==> config.mk <==
export PLATFORM = sky130hd
export DESIGN_NAME = resp3_frame_validator_top
export DESIGN_NICKNAME = d
export VERILOG_FILES = /design/src/rtl/resp3fv_pkg.sv /design/src/rtl/resp3_frame_validator_top.sv /design/src/rtl/resp3fv_stack_ram.sv
export VERILOG_INCLUDE_DIRS = /design/src /design/src/rtl
export SDC_FILE = /design/constraint.sdc
export NUM_CORES = 2
export LEC_CHECK = 0
export BUFFER_PORTS_ARGS = -buffer_cell sky130_fd_sc_hd__buf_2
export CAP_MARGIN = 40
export CORE_UTILIZATION = 40
export CTS_CLUSTER_SIZE = 14
export DETAILED_ROUTE_END_ITERATION = 7
export PLACE_DENSITY = 0.64
export SLEW_MARGIN = 20
export SYNTH_ARGS = -nofsm -noshare
export SYNTH_HDL_FRONTEND = slang
export SYNTH_HIERARCHICAL = 1
export SYNTH_SLANG_ARGS = --single-unit
==> constraint.sdc <==
create_clock -name clk -period 16.3 [get_ports clk]
set_input_delay 0.815 -clock clk [delete_from_list [all_inputs] [get_ports clk]]
set_output_delay 0.815 -clock clk [all_outputs]
set_load 0.01 [all_outputs]
==> src/rtl/resp3_frame_validator_top_assert.svh <==
// Assertion macros used by the frame validator top level.
`ifndef RESP3_FRAME_VALIDATOR_TOP_ASSERT_SVH
`define RESP3_FRAME_VALIDATOR_TOP_ASSERT_SVH

// Implication within the same cycle.
`define RESP3FV_ASSERT_IMPL(lbl, pre, post) \
  lbl: assert property (@(posedge clk) disable iff (!rst_n) (pre) |-> (post)) \
    else $error("resp3fv: implication check failed");

// Implication checked in the next cycle.
`define RESP3FV_ASSERT_NEXT(lbl, pre, post) \
  lbl: assert property (@(posedge clk) disable iff (!rst_n) (pre) |=> (post)) \
    else $error("resp3fv: next-cycle check failed");

// Condition that must never be seen.
`define RESP3FV_ASSERT_NEVER(lbl, cond) \
  lbl: assert property (@(posedge clk) disable iff (!rst_n) !(cond)) \
    else $error("resp3fv: forbidden condition seen");

`endif

==> src/rtl/resp3fv_pkg.sv <==
// Shared types, constants and lexer functions of the RESP3 frame validator.
`timescale 1ns / 1ps
`default_nettype none
package resp3fv_pkg;

  localparam int MAX_NEST  = 8;
  localparam int NEST_W    = $clog2(MAX_NEST + 1);
  localparam int IDX_W     = (MAX_NEST > 1) ? $clog2(MAX_NEST) : 1;
  localparam int CFG_IDX_W = 4;

  localparam logic [CFG_IDX_W-1:0] CFG_MAX_PAYLOAD = 4'd0;
  localparam logic [CFG_IDX_W-1:0] CFG_MAX_NESTING = 4'd1;

  localparam logic [31:0] MAX_PAYLOAD_RST = 32'd536870912;
  localparam logic [3:0]  MAX_NESTING_RST = 4'd8;

  localparam logic [47:0] SAT48     = 48'hFFFF_FFFF_FFFF;
  localparam logic [63:0] TOP_BIT   = 64'h8000_0000_0000_0000;
  localparam logic [63:0] MUL_LIMIT = 64'd922337203685477580;

  localparam logic [7:0] CH_CR    = 8'h0D;
  localparam logic [7:0] CH_LF    = 8'h0A;
  localparam logic [7:0] CH_MINUS = 8'h2D;
  localparam logic [7:0] CH_PLUS  = 8'h2B;
  localparam logic [7:0] CH_DOT   = 8'h2E;
  localparam logic [7:0] CH_0     = 8'h30;
  localparam logic [7:0] CH_9     = 8'h39;
  localparam logic [7:0] CH_E_LO  = 8'h65;
  localparam logic [7:0] CH_E_UP  = 8'h45;
  localparam logic [7:0] CH_T     = 8'h74;
  localparam logic [7:0] CH_F     = 8'h66;

  // Type bytes.
  localparam logic [7:0] K_SIMPLE = 8'h2B;
  localparam logic [7:0] K_ERROR  = 8'h2D;
  localparam logic [7:0] K_INT    = 8'h3A;
  localparam logic [7:0] K_BULK   = 8'h24;
  localparam logic [7:0] K_ARRAY  = 8'h2A;
  localparam logic [7:0] K_NULL   = 8'h5F;
  localparam logic [7:0] K_BOOL   = 8'h23;
  localparam logic [7:0] K_DOUBLE = 8'h2C;
  localparam logic [7:0] K_BIGNUM = 8'h28;
  localparam logic [7:0] K_BLOBER = 8'h21;
  localparam logic [7:0] K_VERBAT = 8'h3D;
  localparam logic [7:0] K_MAP    = 8'h25;
  localparam logic [7:0] K_SET    = 8'h7E;
  localparam logic [7:0] K_PUSH   = 8'h3E;
  localparam logic [7:0] K_ATTR   = 8'h7C;

  // Double lexer states.
  localparam logic [3:0] DS_START = 4'd0;
  localparam logic [3:0] DS_SIGN  = 4'd1;
  localparam logic [3:0] DS_INT   = 4'd2;
  localparam logic [3:0] DS_DOT   = 4'd3;
  localparam logic [3:0] DS_FRAC  = 4'd4;
  localparam logic [3:0] DS_EXP   = 4'd5;
  localparam logic [3:0] DS_ESIGN = 4'd6;
  localparam logic [3:0] DS_EDIG  = 4'd7;
  localparam logic [3:0] DS_BAD   = 4'd8;

  typedef enum logic [2:0] {
    ST_OK        = 3'd0,
    ST_NEED_MORE = 3'd1,
    ST_INT_ERR   = 3'd2,
    ST_MALFORMED = 3'd3,
    ST_SIZE      = 3'd4,
    ST_DEPTH     = 3'd5,
    ST_UNKNOWN   = 3'd6
  } status_t;

  typedef struct packed {
    logic [63:0] value;
    logic        neg;
    logic        dig;
    logic        ibad;
    logic        ovf;
    logic        bdig;
    logic        bbad;
    logic [7:0]  len;
    logic [31:0] tail;
    logic [3:0]  dst;
  } lex_t;

  typedef struct packed {
    logic [63:0] left;
    logic [47:0] start;
  } stk_t;

  typedef struct packed {
    logic             we;
    logic [IDX_W-1:0] waddr;
    stk_t             wdata;
    logic             re;
    logic [IDX_W-1:0] raddr;
  } ram_req_t;

  typedef struct packed {
    status_t     status;
    logic [7:0]  kind;
    logic [47:0] length;
    logic [62:0] count;
  } res_t;

  function automatic logic is_digit(input logic [7:0] c);
    return (c >= CH_0) && (c <= CH_9);
  endfunction

  function automatic logic known_type(input logic [7:0] c);
    logic k;
    case (c)
      K_SIMPLE, K_ERROR, K_INT, K_BULK, K_ARRAY, K_NULL, K_BOOL, K_DOUBLE,
      K_BIGNUM, K_BLOBER, K_VERBAT, K_MAP, K_SET, K_PUSH, K_ATTR: k = 1'b1;
      default: k = 1'b0;
    endcase
    return k;
  endfunction

  function automatic logic [47:0] sat_inc(input logic [47:0] v);
    return (v != SAT48) ? v + 48'd1 : v;
  endfunction

  function automatic logic [3:0] dbl_next(input logic [3:0] s, input logic [7:0] c);
    logic d;
    logic sg;
    logic e;
    logic [3:0] n;
    d  = is_digit(c);
    sg = (c == CH_PLUS) || (c == CH_MINUS);
    e  = (c == CH_E_LO) || (c == CH_E_UP);
    case (s)
      DS_START: n = sg ? DS_SIGN : d ? DS_INT : (c == CH_DOT) ? DS_DOT : DS_BAD;
      DS_SIGN:  n = d ? DS_INT : (c == CH_DOT) ? DS_DOT : DS_BAD;
      DS_INT:   n = d ? DS_INT : (c == CH_DOT) ? DS_FRAC : e ? DS_EXP : DS_BAD;
      DS_DOT:   n = d ? DS_FRAC : DS_BAD;
      DS_FRAC:  n = d ? DS_FRAC : e ? DS_EXP : DS_BAD;
      DS_EXP:   n = sg ? DS_ESIGN : d ? DS_EDIG : DS_BAD;
      DS_ESIGN: n = d ? DS_EDIG : DS_BAD;
      DS_EDIG:  n = d ? DS_EDIG : DS_BAD;
      default:  n = DS_BAD;
    endcase
    return n;
  endfunction

  // Fold one header byte into the running integer, big-number and double checks.
  function automatic lex_t lex_step(input lex_t s, input logic [7:0] c);
    lex_t n;
    logic d;
    logic pos0;
    n    = s;
    d    = is_digit(c);
    pos0 = (s.len == 8'd0);
    if (s.len != 8'hFF) n.len = s.len + 8'd1;
    n.tail = {s.tail[23:0], c};
    if (pos0 && (c == CH_MINUS)) begin
      n.neg = 1'b1;
    end else if (d) begin
      n.dig = 1'b1;
      if (!s.ovf) begin
        if (s.value > MUL_LIMIT) begin
          n.ovf = 1'b1;
        end else begin
          n.value = (s.value << 3) + (s.value << 1) + {60'd0, c[3:0]};
          if (n.value > TOP_BIT) n.ovf = 1'b1;
        end
      end
    end else begin
      n.ibad = 1'b1;
    end
    if (!(pos0 && ((c == CH_MINUS) || (c == CH_PLUS)))) begin
      if (d) n.bdig = 1'b1;
      else n.bbad = 1'b1;
    end
    n.dst = dbl_next(s.dst, c);
    return n;
  endfunction

endpackage
`default_nettype wire

==> src/rtl/resp3_frame_validator_top.sv <==
// Top level of the RESP3 frame validator: byte lexer, nesting control, result queue.
// Throughput: one stream byte per cycle while in_ready is high; input stalls while the
//   result queue is full and while a byte's unwind reads the enclosing levels from the
//   stack memory through its registered read port. A result enters the result queue as
//   its byte is taken, or at the end of the unwind that byte starts.
// A two-word result queue lets input continue while a result waits.
// Reset (rst_n low, synchronous): restart at a type byte, empty stack and queue,
//   registers back to max_payload_bytes = 2^29 and max_nesting = 8.
`timescale 1ns / 1ps
`default_nettype none
`include "resp3_frame_validator_top_assert.svh"
module resp3_frame_validator_top (
  input  wire logic                              clk,
  input  wire logic                              rst_n,
  input  wire logic                              in_valid,
  output logic                                   in_ready,
  input  wire logic [7:0]                        in_stream_byte,
  input  wire logic                              in_buffer_end,
  output logic                                   out_valid,
  input  wire logic                              out_ready,
  output logic [2:0]                             out_status,
  output logic [7:0]                             out_frame_kind,
  output logic [47:0]                            out_frame_length,
  output logic [62:0]                            out_child_count,
  input  wire logic                              cfg_we,
  input  wire logic [resp3fv_pkg::CFG_IDX_W-1:0] cfg_index,
  input  wire logic [31:0]                       cfg_wdata
);
  import resp3fv_pkg::*;

  typedef enum logic [2:0] {
    PH_TYPE, PH_HEADER, PH_PAYLOAD, PH_BULK_CR, PH_BULK_LF, PH_UNWIND
  } phase_t;

  // Control state.
  phase_t            phase_r, phase_nxt;
  logic [NEST_W-1:0] nest_r, nest_nxt;
  status_t           pending_r, pending_nxt;
  logic              cr_held_r, cr_held_nxt;
  logic              unw_end_r, unw_end_nxt;
  logic [1:0]        q_cnt_r;
  logic [31:0]       max_payload_r;
  logic [3:0]        max_nest_r;

  // Payload state.
  lex_t        lex_r, lex_nxt;
  logic [7:0]  cur_kind_r, cur_kind_nxt;
  logic [31:0] bulk_left_r, bulk_left_nxt;
  logic        bulk_cr_ok_r, bulk_cr_ok_nxt;
  logic [47:0] bytes_r, bytes_nxt;
  logic [47:0] elem_start_r, elem_start_nxt;
  logic [7:0]  top_kind_r, top_kind_nxt;
  logic [62:0] top_count_r, top_count_nxt;
  logic [63:0] top_left_r, top_left_nxt;
  logic [47:0] top_start_r, top_start_nxt;
  res_t        q0_r, q1_r;

  ram_req_t ram_req;
  stk_t     rd_data;
  res_t     res;
  logic     res_valid;
  logic     acc;
  logic     pop;

  // Header verdicts, taken from the lexer state that precedes the closing LF.
  logic        iv;
  logic        hneg;
  logic        mag_one;
  logic        dbl_ok;
  logic        bool_ok;
  logic        big_ok;
  logic [NEST_W-1:0] lim;
  logic [NEST_W-1:0] nest_m1;
  logic [NEST_W-1:0] nest_m2;

  assign iv = lex_r.dig && !lex_r.ibad && !lex_r.ovf &&
              (lex_r.neg ? (lex_r.value <= TOP_BIT) : (lex_r.value < TOP_BIT));
  assign hneg    = lex_r.neg && (lex_r.value != 64'd0);
  assign mag_one = (lex_r.value == 64'd1);
  assign bool_ok = (lex_r.len == 8'd1) &&
                   ((lex_r.tail[7:0] == CH_T) || (lex_r.tail[7:0] == CH_F));
  assign big_ok  = lex_r.bdig && !lex_r.bbad;
  assign dbl_ok  = ((lex_r.len == 8'd3) &&
                    ((lex_r.tail[23:0] == 24'h696E66) || (lex_r.tail[23:0] == 24'h6E616E))) ||
                   ((lex_r.len == 8'd4) &&
                    ((lex_r.tail == 32'h2B696E66) || (lex_r.tail == 32'h2D696E66))) ||
                   (lex_r.dst == DS_INT) || (lex_r.dst == DS_FRAC) || (lex_r.dst == DS_EDIG);

  assign nest_m1 = nest_r - NEST_W'(1);
  assign nest_m2 = nest_r - NEST_W'(2);

  always_comb begin
    if (int'(max_nest_r) < MAX_NEST) lim = NEST_W'(max_nest_r);
    else lim = NEST_W'(MAX_NEST);
  end

  // Hold input while the stack unwinds or the result queue is full.
  assign in_ready = (phase_r != PH_UNWIND) && (q_cnt_r != 2'd2);
  assign acc      = in_valid && in_ready;

  resp3fv_stack_ram u_stack (
    .clk     (clk),
    .req     (ram_req),
    .rd_data (rd_data)
  );

  always_comb begin
    logic        hdr_done;
    logic        fin;
    logic        emit;
    status_t     emit_st;
    logic        end_eff;
    logic [47:0] base;
    logic [47:0] diff;
    logic [63:0] left;
    logic [31:0] bl;
    lex_t        lx;

    phase_nxt      = phase_r;
    nest_nxt       = nest_r;
    pending_nxt    = pending_r;
    cr_held_nxt    = cr_held_r;
    unw_end_nxt    = unw_end_r;
    lex_nxt        = lex_r;
    cur_kind_nxt   = cur_kind_r;
    bulk_left_nxt  = bulk_left_r;
    bulk_cr_ok_nxt = bulk_cr_ok_r;
    bytes_nxt      = bytes_r;
    elem_start_nxt = elem_start_r;
    top_kind_nxt   = top_kind_r;
    top_count_nxt  = top_count_r;
    top_left_nxt   = top_left_r;
    top_start_nxt  = top_start_r;
    ram_req        = '0;
    hdr_done       = 1'b0;
    fin            = 1'b0;
    emit           = 1'b0;
    emit_st        = ST_OK;
    base           = '0;
    diff           = '0;
    left           = '0;
    bl             = '0;
    lx             = lex_r;

    if (acc) begin
      if (phase_r == PH_TYPE) begin
        // A top-level type byte opens a new frame count.
        base = (nest_r == '0) ? 48'd0 : bytes_r;
        if (nest_r == '0) begin
          top_kind_nxt  = in_stream_byte;
          top_count_nxt = '0;
        end
        elem_start_nxt = base;
        bytes_nxt      = sat_inc(base);
        if (nest_r >= lim) begin
          emit    = 1'b1;
          emit_st = ST_DEPTH;
        end else begin
          cur_kind_nxt = in_stream_byte;
          pending_nxt  = known_type(in_stream_byte) ? ST_OK : ST_UNKNOWN;
          lex_nxt      = '0;
          cr_held_nxt  = (in_stream_byte == CH_CR);
          phase_nxt    = PH_HEADER;
        end
      end else begin
        bytes_nxt = sat_inc(bytes_r);
        case (phase_r)
          PH_HEADER: begin
            if (cr_held_r && (in_stream_byte == CH_LF)) begin
              cr_held_nxt = 1'b0;
              hdr_done    = 1'b1;
            end else begin
              // A held CR not followed by LF is ordinary header text.
              if (cr_held_r) lx = lex_step(lx, CH_CR);
              cr_held_nxt = (in_stream_byte == CH_CR);
              if (in_stream_byte != CH_CR) lx = lex_step(lx, in_stream_byte);
              lex_nxt = lx;
            end
          end
          PH_PAYLOAD: begin
            bl = bulk_left_r;
            if (bl != 32'd0) bl = bl - 32'd1;
            bulk_left_nxt = bl;
            if (bl == 32'd0) phase_nxt = PH_BULK_CR;
          end
          PH_BULK_CR: begin
            bulk_cr_ok_nxt = (in_stream_byte == CH_CR);
            phase_nxt      = PH_BULK_LF;
          end
          PH_BULK_LF: begin
            if (bulk_cr_ok_r && (in_stream_byte == CH_LF)) begin
              fin = 1'b1;
            end else begin
              emit    = 1'b1;
              emit_st = ST_MALFORMED;
            end
          end
          default: ;
        endcase
      end
    end

    // Header line complete: check its text against the element type.
    if (hdr_done) begin
      if (pending_r != ST_OK) begin
        emit    = 1'b1;
        emit_st = pending_r;
      end else begin
        case (cur_kind_r)
          K_INT: begin
            if (iv) fin = 1'b1;
            else begin emit = 1'b1; emit_st = ST_INT_ERR; end
          end
          K_BOOL: begin
            if (bool_ok) fin = 1'b1;
            else begin emit = 1'b1; emit_st = ST_MALFORMED; end
          end
          K_DOUBLE: begin
            if (dbl_ok) fin = 1'b1;
            else begin emit = 1'b1; emit_st = ST_MALFORMED; end
          end
          K_BIGNUM: begin
            if (big_ok) fin = 1'b1;
            else begin emit = 1'b1; emit_st = ST_MALFORMED; end
          end
          K_BULK, K_BLOBER, K_VERBAT: begin
            if (!iv) begin
              emit = 1'b1; emit_st = ST_INT_ERR;
            end else if (hneg && mag_one) begin
              fin = 1'b1;
            end else if (hneg) begin
              emit = 1'b1; emit_st = ST_INT_ERR;
            end else if (lex_r.value > {32'd0, max_payload_r}) begin
              emit = 1'b1; emit_st = ST_SIZE;
            end else begin
              bulk_left_nxt = lex_r.value[31:0];
              phase_nxt = (lex_r.value != 64'd0) ? PH_PAYLOAD : PH_BULK_CR;
            end
          end
          K_ARRAY, K_MAP, K_SET, K_PUSH, K_ATTR: begin
            if ((cur_kind_r == K_ARRAY) && iv && hneg && mag_one) begin
              fin = 1'b1;
            end else if (!iv || hneg) begin
              emit = 1'b1; emit_st = ST_MALFORMED;
            end else begin
              if (nest_r == '0) top_count_nxt = lex_r.value[62:0];
              // Maps and attributes count key and value separately.
              left = ((cur_kind_r == K_MAP) || (cur_kind_r == K_ATTR)) ?
                     {lex_r.value[62:0], 1'b0} : lex_r.value;
              if (left == 64'd0) begin
                fin = 1'b1;
              end else if (nest_r >= NEST_W'(MAX_NEST)) begin
                emit = 1'b1; emit_st = ST_DEPTH;
              end else begin
                // Push: spill the cached top level into the stack memory.
                if (nest_r != '0) begin
                  ram_req.we          = 1'b1;
                  ram_req.waddr       = nest_m1[IDX_W-1:0];
                  ram_req.wdata.left  = top_left_r;
                  ram_req.wdata.start = top_start_r;
                end
                top_left_nxt  = left;
                top_start_nxt = elem_start_r;
                nest_nxt      = nest_r + NEST_W'(1);
                phase_nxt     = PH_TYPE;
              end
            end
          end
          default: fin = 1'b1;
        endcase
      end
    end

    // Element done: count it against the cached enclosing aggregate.
    if (fin) begin
      if (nest_r == '0) begin
        emit = 1'b1; emit_st = ST_OK;
      end else begin
        diff = bytes_nxt - top_start_r;
        left = top_left_r - 64'd1;
        if (diff > {16'd0, max_payload_r}) begin
          emit = 1'b1; emit_st = ST_SIZE;
        end else if (left != 64'd0) begin
          top_left_nxt = left;
          phase_nxt    = PH_TYPE;
        end else begin
          nest_nxt = nest_m1;
          if (nest_m1 == '0) begin
            emit = 1'b1; emit_st = ST_OK;
          end else begin
            ram_req.re    = 1'b1;
            ram_req.raddr = nest_m2[IDX_W-1:0];
            phase_nxt     = PH_UNWIND;
            unw_end_nxt   = in_buffer_end;
          end
        end
      end
    end

    // Unwind: the enclosing level arrives from the stack memory.
    if (phase_r == PH_UNWIND) begin
      diff = bytes_r - rd_data.start;
      left = rd_data.left - 64'd1;
      if (diff > {16'd0, max_payload_r}) begin
        emit = 1'b1; emit_st = ST_SIZE;
      end else if (left != 64'd0) begin
        top_left_nxt  = left;
        top_start_nxt = rd_data.start;
        phase_nxt     = PH_TYPE;
      end else begin
        nest_nxt = nest_m1;
        if (nest_m1 == '0) begin
          emit = 1'b1; emit_st = ST_OK;
        end else begin
          ram_req.re    = 1'b1;
          ram_req.raddr = nest_m2[IDX_W-1:0];
        end
      end
    end

    end_eff = (phase_r == PH_UNWIND) ? unw_end_r : (acc && in_buffer_end);
    if (end_eff && !emit && (phase_nxt != PH_UNWIND)) begin
      emit    = 1'b1;
      emit_st = ST_NEED_MORE;
    end

    res_valid    = emit;
    res.status   = emit_st;
    res.kind     = top_kind_nxt;
    res.length   = (emit_st == ST_OK) ? bytes_nxt : 48'd0;
    res.count    = (emit_st == ST_OK) ? top_count_nxt : 63'd0;

    // Restart at a type byte after every result.
    if (emit) begin
      phase_nxt   = PH_TYPE;
      nest_nxt    = '0;
      pending_nxt = ST_OK;
      cr_held_nxt = 1'b0;
    end
  end

  assign pop = (q_cnt_r != 2'd0) && out_ready;

  always_ff @(posedge clk) begin
    if (!rst_n) begin
      phase_r       <= PH_TYPE;
      nest_r        <= '0;
      pending_r     <= ST_OK;
      cr_held_r     <= 1'b0;
      unw_end_r     <= 1'b0;
      q_cnt_r       <= 2'd0;
      max_payload_r <= MAX_PAYLOAD_RST;
      max_nest_r    <= MAX_NESTING_RST;
    end else begin
      phase_r   <= phase_nxt;
      nest_r    <= nest_nxt;
      pending_r <= pending_nxt;
      cr_held_r <= cr_held_nxt;
      unw_end_r <= unw_end_nxt;
      if (cfg_we) begin
        case (cfg_index)
          CFG_MAX_PAYLOAD: max_payload_r <= cfg_wdata;
          CFG_MAX_NESTING: max_nest_r    <= cfg_wdata[3:0];
          default: ;
        endcase
      end
      case ({pop, res_valid})
        2'b11: q_cnt_r <= q_cnt_r;
        2'b10: q_cnt_r <= q_cnt_r - 2'd1;
        2'b01: q_cnt_r <= q_cnt_r + 2'd1;
        default: q_cnt_r <= q_cnt_r;
      endcase
    end
    lex_r        <= lex_nxt;
    cur_kind_r   <= cur_kind_nxt;
    bulk_left_r  <= bulk_left_nxt;
    bulk_cr_ok_r <= bulk_cr_ok_nxt;
    bytes_r      <= bytes_nxt;
    elem_start_r <= elem_start_nxt;
    top_kind_r   <= top_kind_nxt;
    top_count_r  <= top_count_nxt;
    top_left_r   <= top_left_nxt;
    top_start_r  <= top_start_nxt;
    // Result queue: advance the head on pop, append the new word behind it.
    case ({pop, res_valid})
      2'b11: begin
        if (q_cnt_r == 2'd1) q0_r <= res;
        else begin q0_r <= q1_r; q1_r <= res; end
      end
      2'b10: q0_r <= q1_r;
      2'b01: begin
        if (q_cnt_r == 2'd0) q0_r <= res;
        else q1_r <= res;
      end
      default: ;
    endcase
  end

  assign out_valid        = (q_cnt_r != 2'd0);
  assign out_status       = q0_r.status;
  assign out_frame_kind   = q0_r.kind;
  assign out_frame_length = q0_r.length;
  assign out_child_count  = q0_r.count;

  `RESP3FV_ASSERT_IMPL(a_unwind_nested, phase_r == PH_UNWIND, nest_r != '0)
  `RESP3FV_ASSERT_IMPL(a_err_zero, out_valid && (out_status != ST_OK),
                       (out_frame_length == 48'd0) && (out_child_count == 63'd0))
  `RESP3FV_ASSERT_NEVER(a_queue_bound, q_cnt_r == 2'd3)
  `RESP3FV_ASSERT_NEXT(a_result_restart, res_valid, (nest_r == '0) && (phase_r == PH_TYPE))

endmodule
`default_nettype wire

==> src/rtl/resp3fv_stack_ram.sv <==
// Nesting stack memory: one write port, one registered read port.
`timescale 1ns / 1ps
`default_nettype none
module resp3fv_stack_ram (
  input  wire logic                clk,
  input  wire resp3fv_pkg::ram_req_t req,
  output resp3fv_pkg::stk_t        rd_data
);
  import resp3fv_pkg::*;

  stk_t mem [MAX_NEST];

  always_ff @(posedge clk) begin
    if (req.we) begin
      mem[req.waddr] <= req.wdata;
    end
    if (req.re) begin
      rd_data <= mem[req.raddr];
    end
  end

endmodule
`default_nettype wire

==> qor.yml <==
job:
  maxCapViolCount: 0
finish:
  area_growth_pct: 11.3
  drive_gt1_frac: 0.130
  finalNonFillerCells: 11500
  nNetsFinal: 8671
  final_cell_area_um2: 103000
  final_common_cell: "edfxtp_1"
  final_cell_mix: "edfxtp_1 (1423), nand2_1 (796), a21oi_1 (644)"
  fin_util: 0.448
clocking:
  hold_buffers: 0
  cts_root_buf: "clkbuf_16"
  clk_latency_ns: 0.88
  htreeDepth: 4
  post_cts_buffers: 0
  cts_sinks: 1734
  numCtsBuffers: 177
  cts_buffer_depth: 3
  cts_resized: 0
  clk_pin_slew_ns: 0.06
  cts_tree: "built"
pwr:
  ir_worst_vdd_uv: 99.3
  power.total_mw: 12.6
  cellLeakagePower_nw: 34.7
  p_per_area_nw_per_um2: 122
timing:
  finalCritPeriodShare: 0.753
  rsz0062_at_grt: "no"
  min_period_ns: 12.27
  hold_ws_ns: 0.191
  fin_tns_setup_ns: 0
  setup_viol: 0
  hold_violations: 0
  fin_ws_ns: 4.03
  max_slew.worst_pin.slew_ns: 1.02
  slew-limit-headroom: 0.323
  final-max-slew-violation-count: 0
  clock.fmax_ghz: 0.0815
  fin_skew_ns: 0.0542
synthesis:
  ys_seq_elements: 1734
  yosysWarnings: 6
  ys.flop_type: "edfxtp_1"
  ys_types: 107
  synth-compound-area-share: 0.130
  netlist.area_leader.share: 0.460
  synth_adder_area_share: 0.0468
  yosys.area_share.simple: 0.146
  synthMuxAreaShare: 0.0897
  synth_top_family_by_area: "simple AND/OR/NAND/NOR gates"
  synth_area_um2: 92800
  synth-seq-area-share: 0.527
  synth-edff-count: 1423
  avgSynthCellArea_um2: 11.3
  syn_inst: 8230
  syn_nets: 8625
  postSynth.asyncResetShare: 0
  synthTopCellsByArea: "edfxtp_1 (46%), dfxtp_1 (6.7%), mux4_2 (5.4%), ha_1 (4.6%), a21oi_1 (3.5%)"
  synth_top_cell_by_area: "edfxtp_1"
  synth-xor-area-share: 0.0240
worst_setup_path:
  cp.required_ns: 16.99
  cp_max_fo: 67
  worstSetupEndpointType: "register"
  reg2reg_from: "nest_r[1]"
  startpoint_type: "register"
  startpoint: "nest_r[1]"
  critPathKind: "register to register"
  slowest_stage: "nor2b_4"
  max_stage_delay_ns: 0.77
  cp_data_arrival_time_ns: 12.96
floorplan:
  num_rows: 176
  io_pins: 174
  start_util: 0.403
  die_area_um2: 234000
  core_area_um2: 230000
  die_h_um: 484
  fp.dieW_um: 484
route:
  vias_per_cell: 6.21
  via_count: 71100
  drtAntennaViolNets: 0
  dr.pass1.iters: 8
  wl_per_cell_um: 26.9
  first_iter_violations: 8731
  drt_wl_total_mm: 308
  drc: 0
grt:
  gr-total-overflow: 0
  grt_pass1_wl_mm: 450
  grt_usage: 0.255
  grt_max_degree: 175
  antenna_found_initial: 8
  grt_pass1_vias: 66500
placed_design:
  dp.cells: 11100
  place_area_um2: 97200
  gp_congestion: 0.974
  io_buffers: 173
  dpl.hpwl_mm: 209
  post-place-ws_ns: 4.15
min_path:
  min_path_type: "primary input to register"
  hold_start: "cfg_wdata[18]"
status:
  status: "finished, final reports clean"
## state kept, by name, summed over array words and instances, names as in the netlist, 48 cells and up
signal            cells
top_start_r          48
top_count_r          63
q1_r                122
out_child_count      63
out_frame_length     48
u_stack/rd_data     112
top_left_r           64
bytes_r              48
u_stack/mem         896
lex_r               114
elem_start_r         48
## cells in the mapped netlist (21+ instances only)
cell,number
o21a_1,42
nand4_1,146
a21boi_0,49
nand2_1,798
a22oi_1,176
a21o_1,119
o21bai_1,26
and4_1,29
mux2i_1,145
and3_1,226
inv_1,299
ha_1,341
nor4_1,110
buf_1,30
clkbuf_1,347
or2_2,23
a211oi_1,52
mux4_2,224
mux2_4,52
a32oi_1,26
a32o_1,21
nand4b_1,23
or3_1,53
nor3_1,169
mux2_2,93
o21ai_0,317
edfxtp_1,1423
dfxtp_1,311
nor2b_1,84
nor2_1,544
buf_2,66
and2_1,44
o22ai_1,32
xor2_1,111
a21oi_1,646
o31ai_1,62
nand3_1,260
o211ai_1,44
nand2b_1,62
or4_1,35
a31oi_1,64
xnor2_1,143
## worst max-delay path, delay by kind of cell, from the launching register on
family | cells | cell delay (ns)
xor+xnor | 1 | 0.10
compound gates | 12 | 2.08
fa+ha+maj | 5 | 1.93
simple gates | 19 | 5.45
buf+inv | 7 | 1.91
flops | 1 | 0.49
## final cells by class
type,instances,area [um^2]
Antenna cell,4,10.0
Clock buffer,243,4840
Clock inverter,84,1170
Fill cell,21000,127000
Inverter,301,1130
Multi-Input combinational cell,5709,40800
Sequential cell,1734,49000
Tap cell,3026,3790
Timing Repair Buffer,353,2600
## report_power, final
group / internal (mW) / switching (mW)
Clock: 2.38 / 1.83
Sequential: 5.20 / 0.259
Combinational: 0.949 / 1.94
Total: 8.52 / 4.03
## per-layer routing
metal,vias to the layer above,global-route usage,part of all wire
met4,0,0.0935,0.038
met1,35500,0.368,0.43
met2,3655,0.385,0.44
met5,-,0,0
li1,31500,-,-
met3,528,0.0427,0.093
## cell families (layout without fill, tap and decap cells)
family,after synthesis,in the layout
AO/OA/AOI/OAI,1891,1891
flip-flops,1734,1734
XOR/XNOR,254,254
buffers and inverters,787,981
multiplexers,514,514
other,0,4
AND/OR/NAND/NOR,2705,2705
adder cells (fa/ha/maj),345,345
## final timing paths
kind | slack, ns | cells after the start | endpoint
setup reg to reg | 4.03 | 44 | out_child_count[57]
hold / removal | 0.19 | 3 | max_payload_r[18]
hold reg to reg | 0.46 | 2 | top_start_r[16]
setup / recovery | 4.03 | 44 | out_child_count[57]
(Power assumes the default switching activity.)
